### config.mk
export PLATFORM = sky130hd
export DESIGN_NAME = merge_sorter_core
export DESIGN_NICKNAME = d
export VERILOG_FILES = /design/src/design/msort_pkg.sv /design/src/design/msort_ram.sv /design/src/design/merge_sorter_core.sv
export SDC_FILE = /design/constraint.sdc
export NUM_CORES = 2
export LEC_CHECK = 0
export ABC_AREA = 0
export BUFFER_PORTS_ARGS = -buffer_cell sky130_fd_sc_hd__buf_2
export CAP_MARGIN = 15
export CORE_MARGIN = 10
export CORE_UTILIZATION = 46
export DETAILED_ROUTE_END_ITERATION = 12
export PLACE_DENSITY = 0.69
export SLEW_MARGIN = 10
export SYNTH_ARGS = -nofsm -noshare
export SYNTH_HDL_FRONTEND = slang
export SYNTH_HIERARCHICAL = 1
export SYNTH_SLANG_ARGS = --single-unit
### constraint.sdc
create_clock -name clock -period 7.4 [get_ports clock]
set_input_delay 1.48 -clock clock [delete_from_list [all_inputs] [get_ports clock]]
set_output_delay 1.48 -clock clock [all_outputs]
set_load 0.03 [all_outputs]
### src/design/msort_pkg.sv
`default_nettype none

package msort_pkg;

   localparam int DATA_W = 32;

   typedef struct packed {
      logic signed [DATA_W-1:0] data_value;
      logic                     is_last;
   } msort_req_type;

   typedef struct packed {
      logic signed [DATA_W-1:0] sorted_value;
      logic                     last_out;
      logic                     overflow;
   } msort_rsp_type;

endpackage

`default_nettype wire

### src/design/msort_ram.sv
`default_nettype none

// simple dual-port RAM, one write port, one registered read port
module msort_ram #(
   parameter int WIDTH = msort_pkg::DATA_W,
   parameter int DEPTH = 32
) (
   input  wire logic                     clock,
   input  wire logic                     wr_en,
   input  wire logic [$clog2(DEPTH)-1:0] wr_addr,
   input  wire logic [WIDTH-1:0]         wr_data,
   input  wire logic [$clog2(DEPTH)-1:0] rd_addr,
   output logic      [WIDTH-1:0]         rd_data
);

   logic [WIDTH-1:0] mem_ff [DEPTH];
   logic [WIDTH-1:0] rd_data_ff;

   always_ff @(posedge clock) begin
      if (wr_en) begin
         mem_ff[wr_addr] <= wr_data;
      end
      rd_data_ff <= mem_ff[rd_addr];
   end

   assign rd_data = rd_data_ff;

endmodule

`default_nettype wire

### src/design/merge_sorter_core.sv
`default_nettype none

// merge_sorter_core
// Collects a set of signed 32-bit values and returns them in ascending order.
// Input channel: a transaction is taken on a rising edge with start high and
// busy low. Each transaction stores one value; is_last ends the set. At most
// SET_SIZE values are kept; later ones are dropped and every result of that
// run then carries overflow.
// Loading takes one value per cycle. After the last value a bottom-up merge
// sort runs over two RAMs in ping-pong: ceil(log2(n)) passes through the single
// shared comparator, each pass setting up and merging its run pairs in turn.
// Then S_PASS starts the output, S_OUT reads the values out (each result
// appears in the cycle after its read) and S_FIN closes the run; busy stays
// high until the run is closed.
// Result channel: rsp_strobe marks a transaction valid for exactly one cycle;
// the receiver cannot stall, so no backpressure exists. last_out marks the
// final value of the run.
// Reset (synchronous, active high) returns to the loading state with an
// empty set; RAM contents are not cleared since only written entries are used.
module merge_sorter_core #(
   parameter int SET_SIZE = 32
) (
   input  wire logic                    clock,
   input  wire logic                    reset,
   input  wire logic                    start,
   output logic                         busy,
   input  wire msort_pkg::msort_req_type req_payload,
   output logic                         rsp_strobe,
   output msort_pkg::msort_rsp_type     rsp_payload
);

   localparam int AW = $clog2(SET_SIZE);        // RAM address
   localparam int CW = $clog2(SET_SIZE + 1);    // count, holds SET_SIZE itself
   localparam int PW = $clog2(SET_SIZE) + 2;    // run bounds, hold up to 4*SET_SIZE-1
   localparam int DW = msort_pkg::DATA_W;

   localparam logic [2:0] S_IDLE  = 3'd0;   // loading values
   localparam logic [2:0] S_PASS  = 3'd1;   // start of a merge pass
   localparam logic [2:0] S_PAIR  = 3'd2;   // set up the next run pair
   localparam logic [2:0] S_HEADA = 3'd3;   // head of run A arrives
   localparam logic [2:0] S_MERGE = 3'd4;   // one output element per cycle
   localparam logic [2:0] S_OUT   = 3'd5;   // stream sorted values
   localparam logic [2:0] S_FIN   = 3'd6;   // last result on the port

   logic [2:0]    state_ff, state_in;
   logic [CW-1:0] count_ff, count_in;
   logic          dropped_ff, dropped_in;
   logic          src_sel_ff, src_sel_in;   // 0: sorted data lives in RAM 0
   logic [PW-1:0] width_ff, width_in;
   logic [PW-1:0] lo_ff, lo_in;
   logic [PW-1:0] ia_ff, ia_in, ea_ff, ea_in;
   logic [PW-1:0] ib_ff, ib_in, eb_ff, eb_in;
   logic [PW-1:0] od_ff, od_in;
   logic [DW-1:0] head_a_ff, head_a_in, head_b_ff, head_b_in;
   logic          refill_a_ff, refill_a_in, refill_b_ff, refill_b_in;
   logic [CW-1:0] k_ff, k_in;
   logic          emit_ff, emit_in, emit_last_ff, emit_last_in;

   logic [PW-1:0] cnt_pw, ea_sum, eb_sum, ea_lim, eb_lim, ia_nx, ib_nx;
   logic [CW-1:0] k_nx;
   logic          a_done, b_done, a_lt_b, take_b, accept;
   logic [DW-1:0] eff_a, eff_b, win, src_rd;

   logic          ram0_wr_en, ram1_wr_en;
   logic [AW-1:0] ram0_wr_addr, ram1_wr_addr, rd_addr;
   logic [DW-1:0] ram0_wr_data, ram0_rd_data, ram1_rd_data;

   msort_ram #(.WIDTH(DW), .DEPTH(SET_SIZE)) u_ram0 (
      .clock   (clock),
      .wr_en   (ram0_wr_en),
      .wr_addr (ram0_wr_addr),
      .wr_data (ram0_wr_data),
      .rd_addr (rd_addr),
      .rd_data (ram0_rd_data)
   );

   msort_ram #(.WIDTH(DW), .DEPTH(SET_SIZE)) u_ram1 (
      .clock   (clock),
      .wr_en   (ram1_wr_en),
      .wr_addr (ram1_wr_addr),
      .wr_data (win),
      .rd_addr (rd_addr),
      .rd_data (ram1_rd_data)
   );

   assign busy   = (state_ff != S_IDLE);
   assign accept = start && !busy;
   assign src_rd = src_sel_ff ? ram1_rd_data : ram0_rd_data;
   assign cnt_pw = {{(PW-CW){1'b0}}, count_ff};

   // run bounds for the pair starting at lo, clipped to the set size
   assign ea_sum = lo_ff + width_ff;
   assign eb_sum = lo_ff + (width_ff << 1);
   assign ea_lim = (ea_sum < cnt_pw) ? ea_sum : cnt_pw;
   assign eb_lim = (eb_sum < cnt_pw) ? eb_sum : cnt_pw;

   // shared compare unit; a freshly read head comes straight from the RAM
   assign eff_a  = refill_a_ff ? src_rd : head_a_ff;
   assign eff_b  = refill_b_ff ? src_rd : head_b_ff;
   assign a_done = (ia_ff == ea_ff);
   assign b_done = (ib_ff == eb_ff);
   assign a_lt_b = $signed(eff_a) < $signed(eff_b);
   assign take_b = a_done || (!b_done && !a_lt_b);   // ties go to run B
   assign win    = take_b ? eff_b : eff_a;
   assign ia_nx  = ia_ff + 1'b1;
   assign ib_nx  = ib_ff + 1'b1;
   assign k_nx   = k_ff + 1'b1;

   always_comb begin
      state_in     = state_ff;
      count_in     = count_ff;
      dropped_in   = dropped_ff;
      src_sel_in   = src_sel_ff;
      width_in     = width_ff;
      lo_in        = lo_ff;
      ia_in        = ia_ff;
      ea_in        = ea_ff;
      ib_in        = ib_ff;
      eb_in        = eb_ff;
      od_in        = od_ff;
      head_a_in    = head_a_ff;
      head_b_in    = head_b_ff;
      refill_a_in  = refill_a_ff;
      refill_b_in  = refill_b_ff;
      k_in         = k_ff;
      emit_in      = 1'b0;
      emit_last_in = 1'b0;
      rd_addr      = '0;
      ram0_wr_en   = 1'b0;
      ram0_wr_addr = od_ff[AW-1:0];
      ram0_wr_data = win;
      ram1_wr_en   = 1'b0;
      ram1_wr_addr = od_ff[AW-1:0];

      unique case (state_ff)
         S_IDLE: begin
            if (accept) begin
               if (count_ff < CW'(SET_SIZE)) begin
                  ram0_wr_en   = 1'b1;
                  ram0_wr_addr = count_ff[AW-1:0];
                  ram0_wr_data = req_payload.data_value;
                  count_in     = count_ff + 1'b1;
               end else begin
                  dropped_in = 1'b1;
               end
               if (req_payload.is_last) begin
                  src_sel_in = 1'b0;
                  width_in   = PW'(1);
                  state_in   = S_PASS;
               end
            end
         end
         S_PASS: begin
            if (width_ff >= cnt_pw) begin
               k_in     = '0;
               state_in = S_OUT;
            end else begin
               lo_in    = '0;
               state_in = S_PAIR;
            end
         end
         S_PAIR: begin
            if (lo_ff >= cnt_pw) begin
               width_in   = width_ff << 1;
               src_sel_in = !src_sel_ff;
               state_in   = S_PASS;
            end else begin
               ia_in    = lo_ff;
               ea_in    = ea_lim;
               ib_in    = ea_lim;
               eb_in    = eb_lim;
               od_in    = lo_ff;
               rd_addr  = lo_ff[AW-1:0];
               state_in = S_HEADA;
            end
         end
         S_HEADA: begin
            head_a_in   = src_rd;
            refill_a_in = 1'b0;
            refill_b_in = 1'b1;
            rd_addr     = ib_ff[AW-1:0];
            state_in    = S_MERGE;
         end
         S_MERGE: begin
            ram0_wr_en  = src_sel_ff;
            ram1_wr_en  = !src_sel_ff;
            head_a_in   = eff_a;
            head_b_in   = eff_b;
            refill_a_in = !take_b;
            refill_b_in = take_b;
            if (take_b) begin
               ib_in   = ib_nx;
               rd_addr = ib_nx[AW-1:0];
            end else begin
               ia_in   = ia_nx;
               rd_addr = ia_nx[AW-1:0];
            end
            od_in = od_ff + 1'b1;
            if (od_ff + 1'b1 == eb_ff) begin
               lo_in    = eb_ff;
               state_in = S_PAIR;
            end
         end
         S_OUT: begin
            rd_addr      = k_ff[AW-1:0];
            emit_in      = 1'b1;
            emit_last_in = (k_nx == count_ff);
            k_in         = k_nx;
            if (k_nx == count_ff) begin
               state_in = S_FIN;
            end
         end
         S_FIN: begin
            count_in   = '0;
            dropped_in = 1'b0;
            state_in   = S_IDLE;
         end
         default: begin
            state_in = S_IDLE;
         end
      endcase
   end

   always_ff @(posedge clock) begin
      if (reset) begin
         state_ff     <= S_IDLE;
         count_ff     <= '0;
         dropped_ff   <= 1'b0;
         emit_ff      <= 1'b0;
         emit_last_ff <= 1'b0;
         src_sel_ff   <= 1'b0;
      end else begin
         state_ff     <= state_in;
         count_ff     <= count_in;
         dropped_ff   <= dropped_in;
         emit_ff      <= emit_in;
         emit_last_ff <= emit_last_in;
         src_sel_ff   <= src_sel_in;
      end
   end

   always_ff @(posedge clock) begin
      width_ff    <= width_in;
      lo_ff       <= lo_in;
      ia_ff       <= ia_in;
      ea_ff       <= ea_in;
      ib_ff       <= ib_in;
      eb_ff       <= eb_in;
      od_ff       <= od_in;
      head_a_ff   <= head_a_in;
      head_b_ff   <= head_b_in;
      refill_a_ff <= refill_a_in;
      refill_b_ff <= refill_b_in;
      k_ff        <= k_in;
   end

   // result transaction: data straight from the RAM read register
   assign rsp_strobe = emit_ff;
   always_comb begin
      rsp_payload.sorted_value = src_rd;
      rsp_payload.last_out     = emit_last_ff;
      rsp_payload.overflow     = dropped_ff;
   end

   a_strobe_in_output: assert property (@(posedge clock) disable iff (reset)
      emit_ff |-> (state_ff == S_OUT || state_ff == S_FIN))
      else $error("result strobe outside output phase");

   a_merge_bounds: assert property (@(posedge clock) disable iff (reset)
      (state_ff == S_MERGE) |-> (ia_ff <= ea_ff && ib_ff <= eb_ff && !(a_done && b_done)))
      else $error("merge pointer past run end");

   a_count_limit: assert property (@(posedge clock) disable iff (reset)
      count_ff <= CW'(SET_SIZE))
      else $error("load count above set size");

   a_last_then_idle: assert property (@(posedge clock) disable iff (reset)
      (emit_ff && emit_last_ff) |=> (state_ff == S_IDLE && count_ff == '0 && !dropped_ff))
      else $error("run not closed after final result");

endmodule

`default_nettype wire
Word-level counts from Yosys, hierarchy flattened:

Memory sizes are Yosys's and may differ from the RTL's. A register that Yosys moved wholly into a read port is not among the register bits.
Index checks and enable logic that the tools add are counted.
Widths: inputs -> output; s select.

* word-level logic and storage cells: 145
* memories kept: 2
* output and inout bits: 36
* bits in registers: 134
* memory bits (writable): 2048

Memories
* u_ram0.mem_ff: depth 32, width 32, read ports 1, clocked after memory_dff 1, write ports 1, line msort_ram.sv:16 `logic [WIDTH-1:0] mem_ff [DEPTH];`
* u_ram1.mem_ff: depth 32, width 32, read ports 1, clocked after memory_dff 1, write ports 1, line msort_ram.sv:16

* equality and inequality tests: 22
* order comparisons: 6
* muxes and demuxes: 60
* reduce and logical (&&, ||, !) cells: 27
* bitwise logic cells: 2
* add/sub/neg operators: 7

Operators with widths (number)
* $mux 32: 7
* $mux 7: 10
* $pmux 7 s2: 5
* $pmux 32 s2: 1
* $lt 32x32->1: 1
* $mux 5: 5
* $mux 6: 4
* $ne 2x2->1 const B: 12
* $pmux 6 s2: 2
* $add 7x1->7 const B: 3
* $eq 7x7->1: 3
* $pmux 5 s4: 1
* $pmux 3 s6: 1
* $mux 3: 5
* $reduce_and 3->1: 5
* $add 7x7->7: 2
* $ge 7x6->1: 2
* $lt 7x6->1: 2
* $mux 1: 13
* $add 6x1->6 const B: 2
* $reduce_bool 2->1: 6
* $pmux 1 s2: 5
* $eq 3x3->1 const B: 3
* $reduce_and 4->1: 2
* 13 further kinds: 22

Depth between registers and ports, before layout:

* word-level depth: 10
* mapped depth: 23
* depth with buffers taken out: 16

By module:

Netlist, hierarchy kept.

By module, submodules not included
* msort_ram (u_ram0): cells each 2260, area an instance 40492.6 um2, sequential area each 31390.1 um2, times used 1
* msort_ram (u_ram1): cells each 2260, area an instance 40485.1 um2, sequential area each 31390.1 um2, times used 1
* merge_sorter_core: cells each 1097, area an instance 9728.1 um2, sequential area each 3893.7 um2, times used 1

Worst setup path after synthesis:

OpenSTA, ideal clock, no wires.

* kind: flip-flop to flip-flop
* start: reg src_sel_ff
* end: reg u_ram0.rd_data_ff[25], in the netlist u_ram0/rd_data[25], read port of u_ram0.mem_ff
* clock period less this slack: 4764 ps
* buffers on the path: 8
* library setup time: 124 ps
* setup slack: 2636 ps
* cell stages (with the launch flop): 24
* arrival: 4640 ps
* data required time: 7276 ps
* cells stage by stage: dfxtp_1 buf_4 buf_1 mux2i_1 a21oi_1 inv_1 ha_1 nand4_2 or4_4 a2111oi_4 o21ai_2 o22ai_2 buf_6 buf_12 o21ai_0 o311ai_0 buf_4 buf_6 buf_6 buf_6 mux2i_1 a22oi_1 a31oi_1 nand3_1

* cells in the longest elaborated chain, start to end: 8

Ends and longest elaborated chain
* start, declared: line merge_sorter_core.sv:48 `logic src_sel_ff, src_sel_in;`
* start signal, assigned: line merge_sorter_core.sv:238 `src_sel_ff <= src_sel_in;`
* $mux 32: line merge_sorter_core.sv:88 `assign src_rd = src_sel_ff ? ram1_rd_data : ram0_rd_data;`
* $mux 32: line merge_sorter_core.sv:99 `assign eff_b = refill_b_ff ? src_rd : head_b_ff;`
* named net eff_b[30]: line merge_sorter_core.sv:62 `logic [DW-1:0] eff_a, eff_b, win, src_rd;`
* $lt 32x32->1: line merge_sorter_core.sv:102 `assign a_lt_b = $signed(eff_a) < $signed(eff_b);`
* $logic_not 1->1: line merge_sorter_core.sv:103 `assign take_b = a_done || (!b_done && !a_lt_b);`
* $logic_and 1x1->1: line merge_sorter_core.sv:103
* $logic_or 1x1->1: line merge_sorter_core.sv:103
* $mux 5: line merge_sorter_core.sv:191 `if (take_b) begin`
* $pmux 5 s4: line merge_sorter_core.sv:135 `unique case (state_ff)`
* named net rd_addr[0]: line merge_sorter_core.sv:65 `logic [AW-1:0] ram0_wr_addr, ram1_wr_addr, rd_addr;`
* end, declared: line msort_ram.sv:17 `logic [WIDTH-1:0] rd_data_ff;`

The timed path passes the listed nets, and every way through them passes these cells.
A chain may end at the register's enable or synchronous reset.

Final worst setup path:

* start: reg refill_b_ff
* end: reg u_ram0.rd_data_ff[6], in the netlist u_ram0/rd_data[6], read port of u_ram0.mem_ff

* cells in the longest elaborated chain, start to end: 7

Ends and longest elaborated chain
* start, declared: line merge_sorter_core.sv:55 `logic refill_a_ff, refill_a_in, refill_b_ff, refill_b_in;`
* start signal, assigned: line merge_sorter_core.sv:253 `refill_b_ff <= refill_b_in;`
* $mux 32: line merge_sorter_core.sv:99
* named net eff_b[20]: line merge_sorter_core.sv:62
* $lt 32x32->1: line merge_sorter_core.sv:102
* $logic_not 1->1: line merge_sorter_core.sv:103
* $logic_and 1x1->1: line merge_sorter_core.sv:103
* $logic_or 1x1->1: line merge_sorter_core.sv:103
* $mux 5: line merge_sorter_core.sv:191
* $pmux 5 s4: line merge_sorter_core.sv:135
* named net rd_addr[0]: line merge_sorter_core.sv:65

The timed path passes the listed nets, and every way through them passes these cells.

==> flow_metrics.env <==
export IMPL_nFillCells=15500
export IMPL_fin_crit_ns=6.41
export IMPL_synth_distinct_cells=69
export IMPL_fp_dieW_um=464
export IMPL_grt_max_degree=106
export IMPL_arrival_ns=7.11
export IMPL_antenna_found_initial=11
export IMPL_critical_path_required_ns=8.10
export IMPL_place_gp_congestion=0.936
export IMPL_via_per_inst=5.90
export IMPL_drc=0
export IMPL_rows=162
export IMPL_hold_end="dropped_ff"
export IMPL_tightest_slew_ns=1.22
export IMPL_comb_power_share_pct=21.1
export IMPL_setup_violations=0
export IMPL_fin_crit_sh_pct=86.7
export IMPL_relSlewSlack_pct=18.9
export IMPL_pwr_density_cell_nw_per_um2=356
export IMPL_synth_seq_cells=2246
export IMPL_maxCapViolations=0
export IMPL_top_level_ports=72
export IMPL_start_util_pct=46.4
export IMPL_r2r_end="u_ram0/rd_data[6]"
export IMPL_reg2reg_from="refill_b_ff"
export IMPL_wl_per_cell_um=27.2
export IMPL_cts_buffers=216
export IMPL_sw_frac_of_total_pct=29.9
export IMPL_clock_fmax_mhz=156
export IMPL_synthFlopType="edfxtp_1"
export IMPL_grt_overflow_total=0
export IMPL_outcome="finished, final reports clean"
export IMPL_intPower_uw=25500
export IMPL_min_from="dropped_ff"
export IMPL_post_cts_resized=0
export IMPL_vias=50800
export IMPL_finalSetupTns_ns=0
export IMPL_grt_usage_pct=21.0
export IMPL_cts_num_sinks=2246
export IMPL_worstSetupPathType="reg -> reg"
export IMPL_finalHoldViolCount=0
export IMPL_worstSetupEndpointType="flop"
export IMPL_netlist_area_um2=90700
export IMPL_grt_pass1_wl_mm=340
export IMPL_hold_path_class="reg -> reg"
export IMPL_synthCells=5617
export IMPL_drive_above_1_share_pct=12.1
export IMPL_clk_pin_slew_ns=0.06
export IMPL_dr_pass1_iters=6
export IMPL_grt_pass1_vias=49600
export IMPL_root_buffer="clkbuf_16"
export IMPL_yosysSeqAreaShare_pct=73.5
export IMPL_yosysTopAreaCellShare_pct=71.8
export IMPL_yosysWarnings=6
export IMPL_dieArea_um2=215000
export IMPL_power_frac_seq_pct=49.1
export IMPL_power_switching_uw=10900
export IMPL_synthArstFlopShare_pct=0
export IMPL_total_power_uw=36400
export IMPL_p_clk_share_pct=29.9
export IMPL_cp_max_fo=35
export IMPL_rsz0062_at_grt="false"
export IMPL_dr_first_iter_drc_count=5603
export IMPL_worstHoldPathCells=2
export IMPL_nNetsFinal=5884
export IMPL_fin_worst_skew_ns=0.0427
export IMPL_synth_commonest_cells="2169 x edfxtp_1, 1056 x mux2i_1, 325 x a21oi_1, 272 x nand2_1, 246 x nand3_1"
export IMPL_yosysMostFrequentCell="edfxtp_1"
export IMPL_startpoint_type="flop"
export IMPL_clock_latency_ns=0.87
export IMPL_cts_tree="yes"
export IMPL_syn_to_final_growth_pct=12.6
export IMPL_synth_top_area_cell="edfxtp_1"
export IMPL_leakage_uw=0.0317
export IMPL_post_dp_hpwl_mm=134
export IMPL_core_area_um2=196000
export IMPL_synth_edf_count=2169
export IMPL_ir_worst_vdd_mv=0.275
export IMPL_fin_area_um2=102000
export IMPL_post_dp_cell_area_um2=95000
export IMPL_ant_nets=0
export IMPL_cp_startpoint="refill_b_ff"
export IMPL_wirelength_mm=234
export IMPL_cts_hold_buffers=0
export IMPL_fp_dieH_um=464
export IMPL_r2r_setup_slack_ns=0.99
export IMPL_synthTopCellsByArea="edfxtp_1 72%, mux2i_1 12%, a21oi_1 1.8%"
export IMPL_avgSynthCellArea_um2=16.1
export IMPL_drv_slew=0
export IMPL_cts_htree_levels=4
export IMPL_port_buffers=71
export IMPL_postCtsSetupBuffers=0
export IMPL_cts_path_max_buffers=3
export IMPL_r2r_cells=20
-- layout make-up --
class | instances | area, um2 | area share (%)
clock buffers | 301 | 6030 | 5.91
multi-input cells | 2974 | 22700 | 22.3
diodes | 6 | 15.0 | 0.0147
repair buffers | 259 | 2140 | 2.10
flip-flops and latches | 2246 | 66700 | 65.3
well taps | 2624 | 3280 | 3.21
inverters | 80 | 300 | 0.294
clock inverters | 106 | 972 | 0.952
-- sequential cells by signal, indices dropped and copies added, names as in the netlist, 3 cells and up --
register	flops
eb_ff	7
u_ram1/rd_data	32
u_ram1/mem_ff	1024
head_b_ff	32
ib_ff	7
state_ff	3
head_a_ff	32
count_ff	6
k_ff	6
ea_ff	7
od_ff	7
width_ff	7
u_ram0/mem_ff	1024
ia_ff	7
lo_ff	7
u_ram0/rd_data	32
-- logic make-up (layout without fill, tap and decap cells) --
kind of cell	count (synthesis)	after routing	share of synthesized area, %
other cells	1	8	0.00413
buf+inv	398	746	2.34
compound gates	868	868	6.33
xor+xnor	61	61	0.604
simple gates	909	909	4.48
flops	2246	2246	73.5
fa+ha+maj	71	71	0.996
mux	1063	1063	11.7
-- power groups by stage --
stage	Clock [uW]	Sequential [uW]	Combinational [uW]
3_3_place_gp	0	18100	7210
3_5_place_dp	0	18100	7440
6_report	10900	17900	7660
5_1_grt	11500	17900	8210
2_1_floorplan	0	17800	4630
4_1_cts	11000	17800	7460
-- worst max-delay path, stage by stage, from the launching register on --
cell and delay, ns:
edfxtp_1 0.97, buf_4 0.33, nor2_1 0.07, a21oi_1 0.24
inv_1 0.08, ha_1 0.31, nand4_1 0.15, o21ai_0 0.11
o221ai_1 0.30, o211ai_1 0.44, a31oi_4 0.32, nand2_1 0.32
o311ai_2 0.51, buf_12 0.22, buf_4 0.26, buf_4 0.54
mux2i_1 0.27, a22o_1 0.16, nor3_1 0.05, a31oi_1 0.39
nand3_1 0.17
-- stage by stage --
step	setup WS, ns	hold WS, ns	std cells	utilization, %
floorplan	2.64	0.438	5618	-
global placement	1.14	0.455	8179	48.6
detailed placement	1.00	0.475	8179	48.6
CTS	0.975	0.491	8586	52.2
global route	0.789	0.510	8593	52.2
finish	0.988	0.493	8596	52.2
-- routing by layer --
| metal | vias to the layer above | part of all wire (%) | track usage [%] |
|---|---|---|---|
| li1 | 22200 | - | - |
| met1 | 25900 | 40 | 27.8 |
| met2 | 2112 | 48 | 34.5 |
| met3 | 462 | 7.3 | 3.29 |
| met4 | 2 | 4.4 | 8.76 |
| met5 | - | 0.0051 | 0 |
-- worst max-delay path by stage --
| stage | slack (ns) | end | cells past startpoint |
|---|---|---|---|
| 4_1_cts | 0.97 | u_ram0/rd_data[6] | 16 |
| 6_report | 0.99 | u_ram0/rd_data[6] | 20 |
| 3_3_place_gp | 1.14 | u_ram0/rd_data[9] | 20 |
| 3_5_place_dp | 1.00 | u_ram0/rd_data[6] | 18 |
| 5_1_grt | 0.79 | u_ram0/rd_data[6] | 20 |
| 2_1_floorplan | 2.64 | u_ram0/rd_data[25] | 23 |
-- cells in the final DEF, fill, tap and decap left out, types with 71 or more instances in the layout --
cell type  instances
inv_1             79
dfxtp_1           76
buf_4            157
a22oi_1          192
nor2_1           170
nand3_1          245
a21oi_1          325
clkbuf_16        223
nand2_1          270
buf_2             71
a22o_1           128
mux2i_1         1056
edfxtp_1        2169
Note: power is estimated with default switching activity, not from simulation.
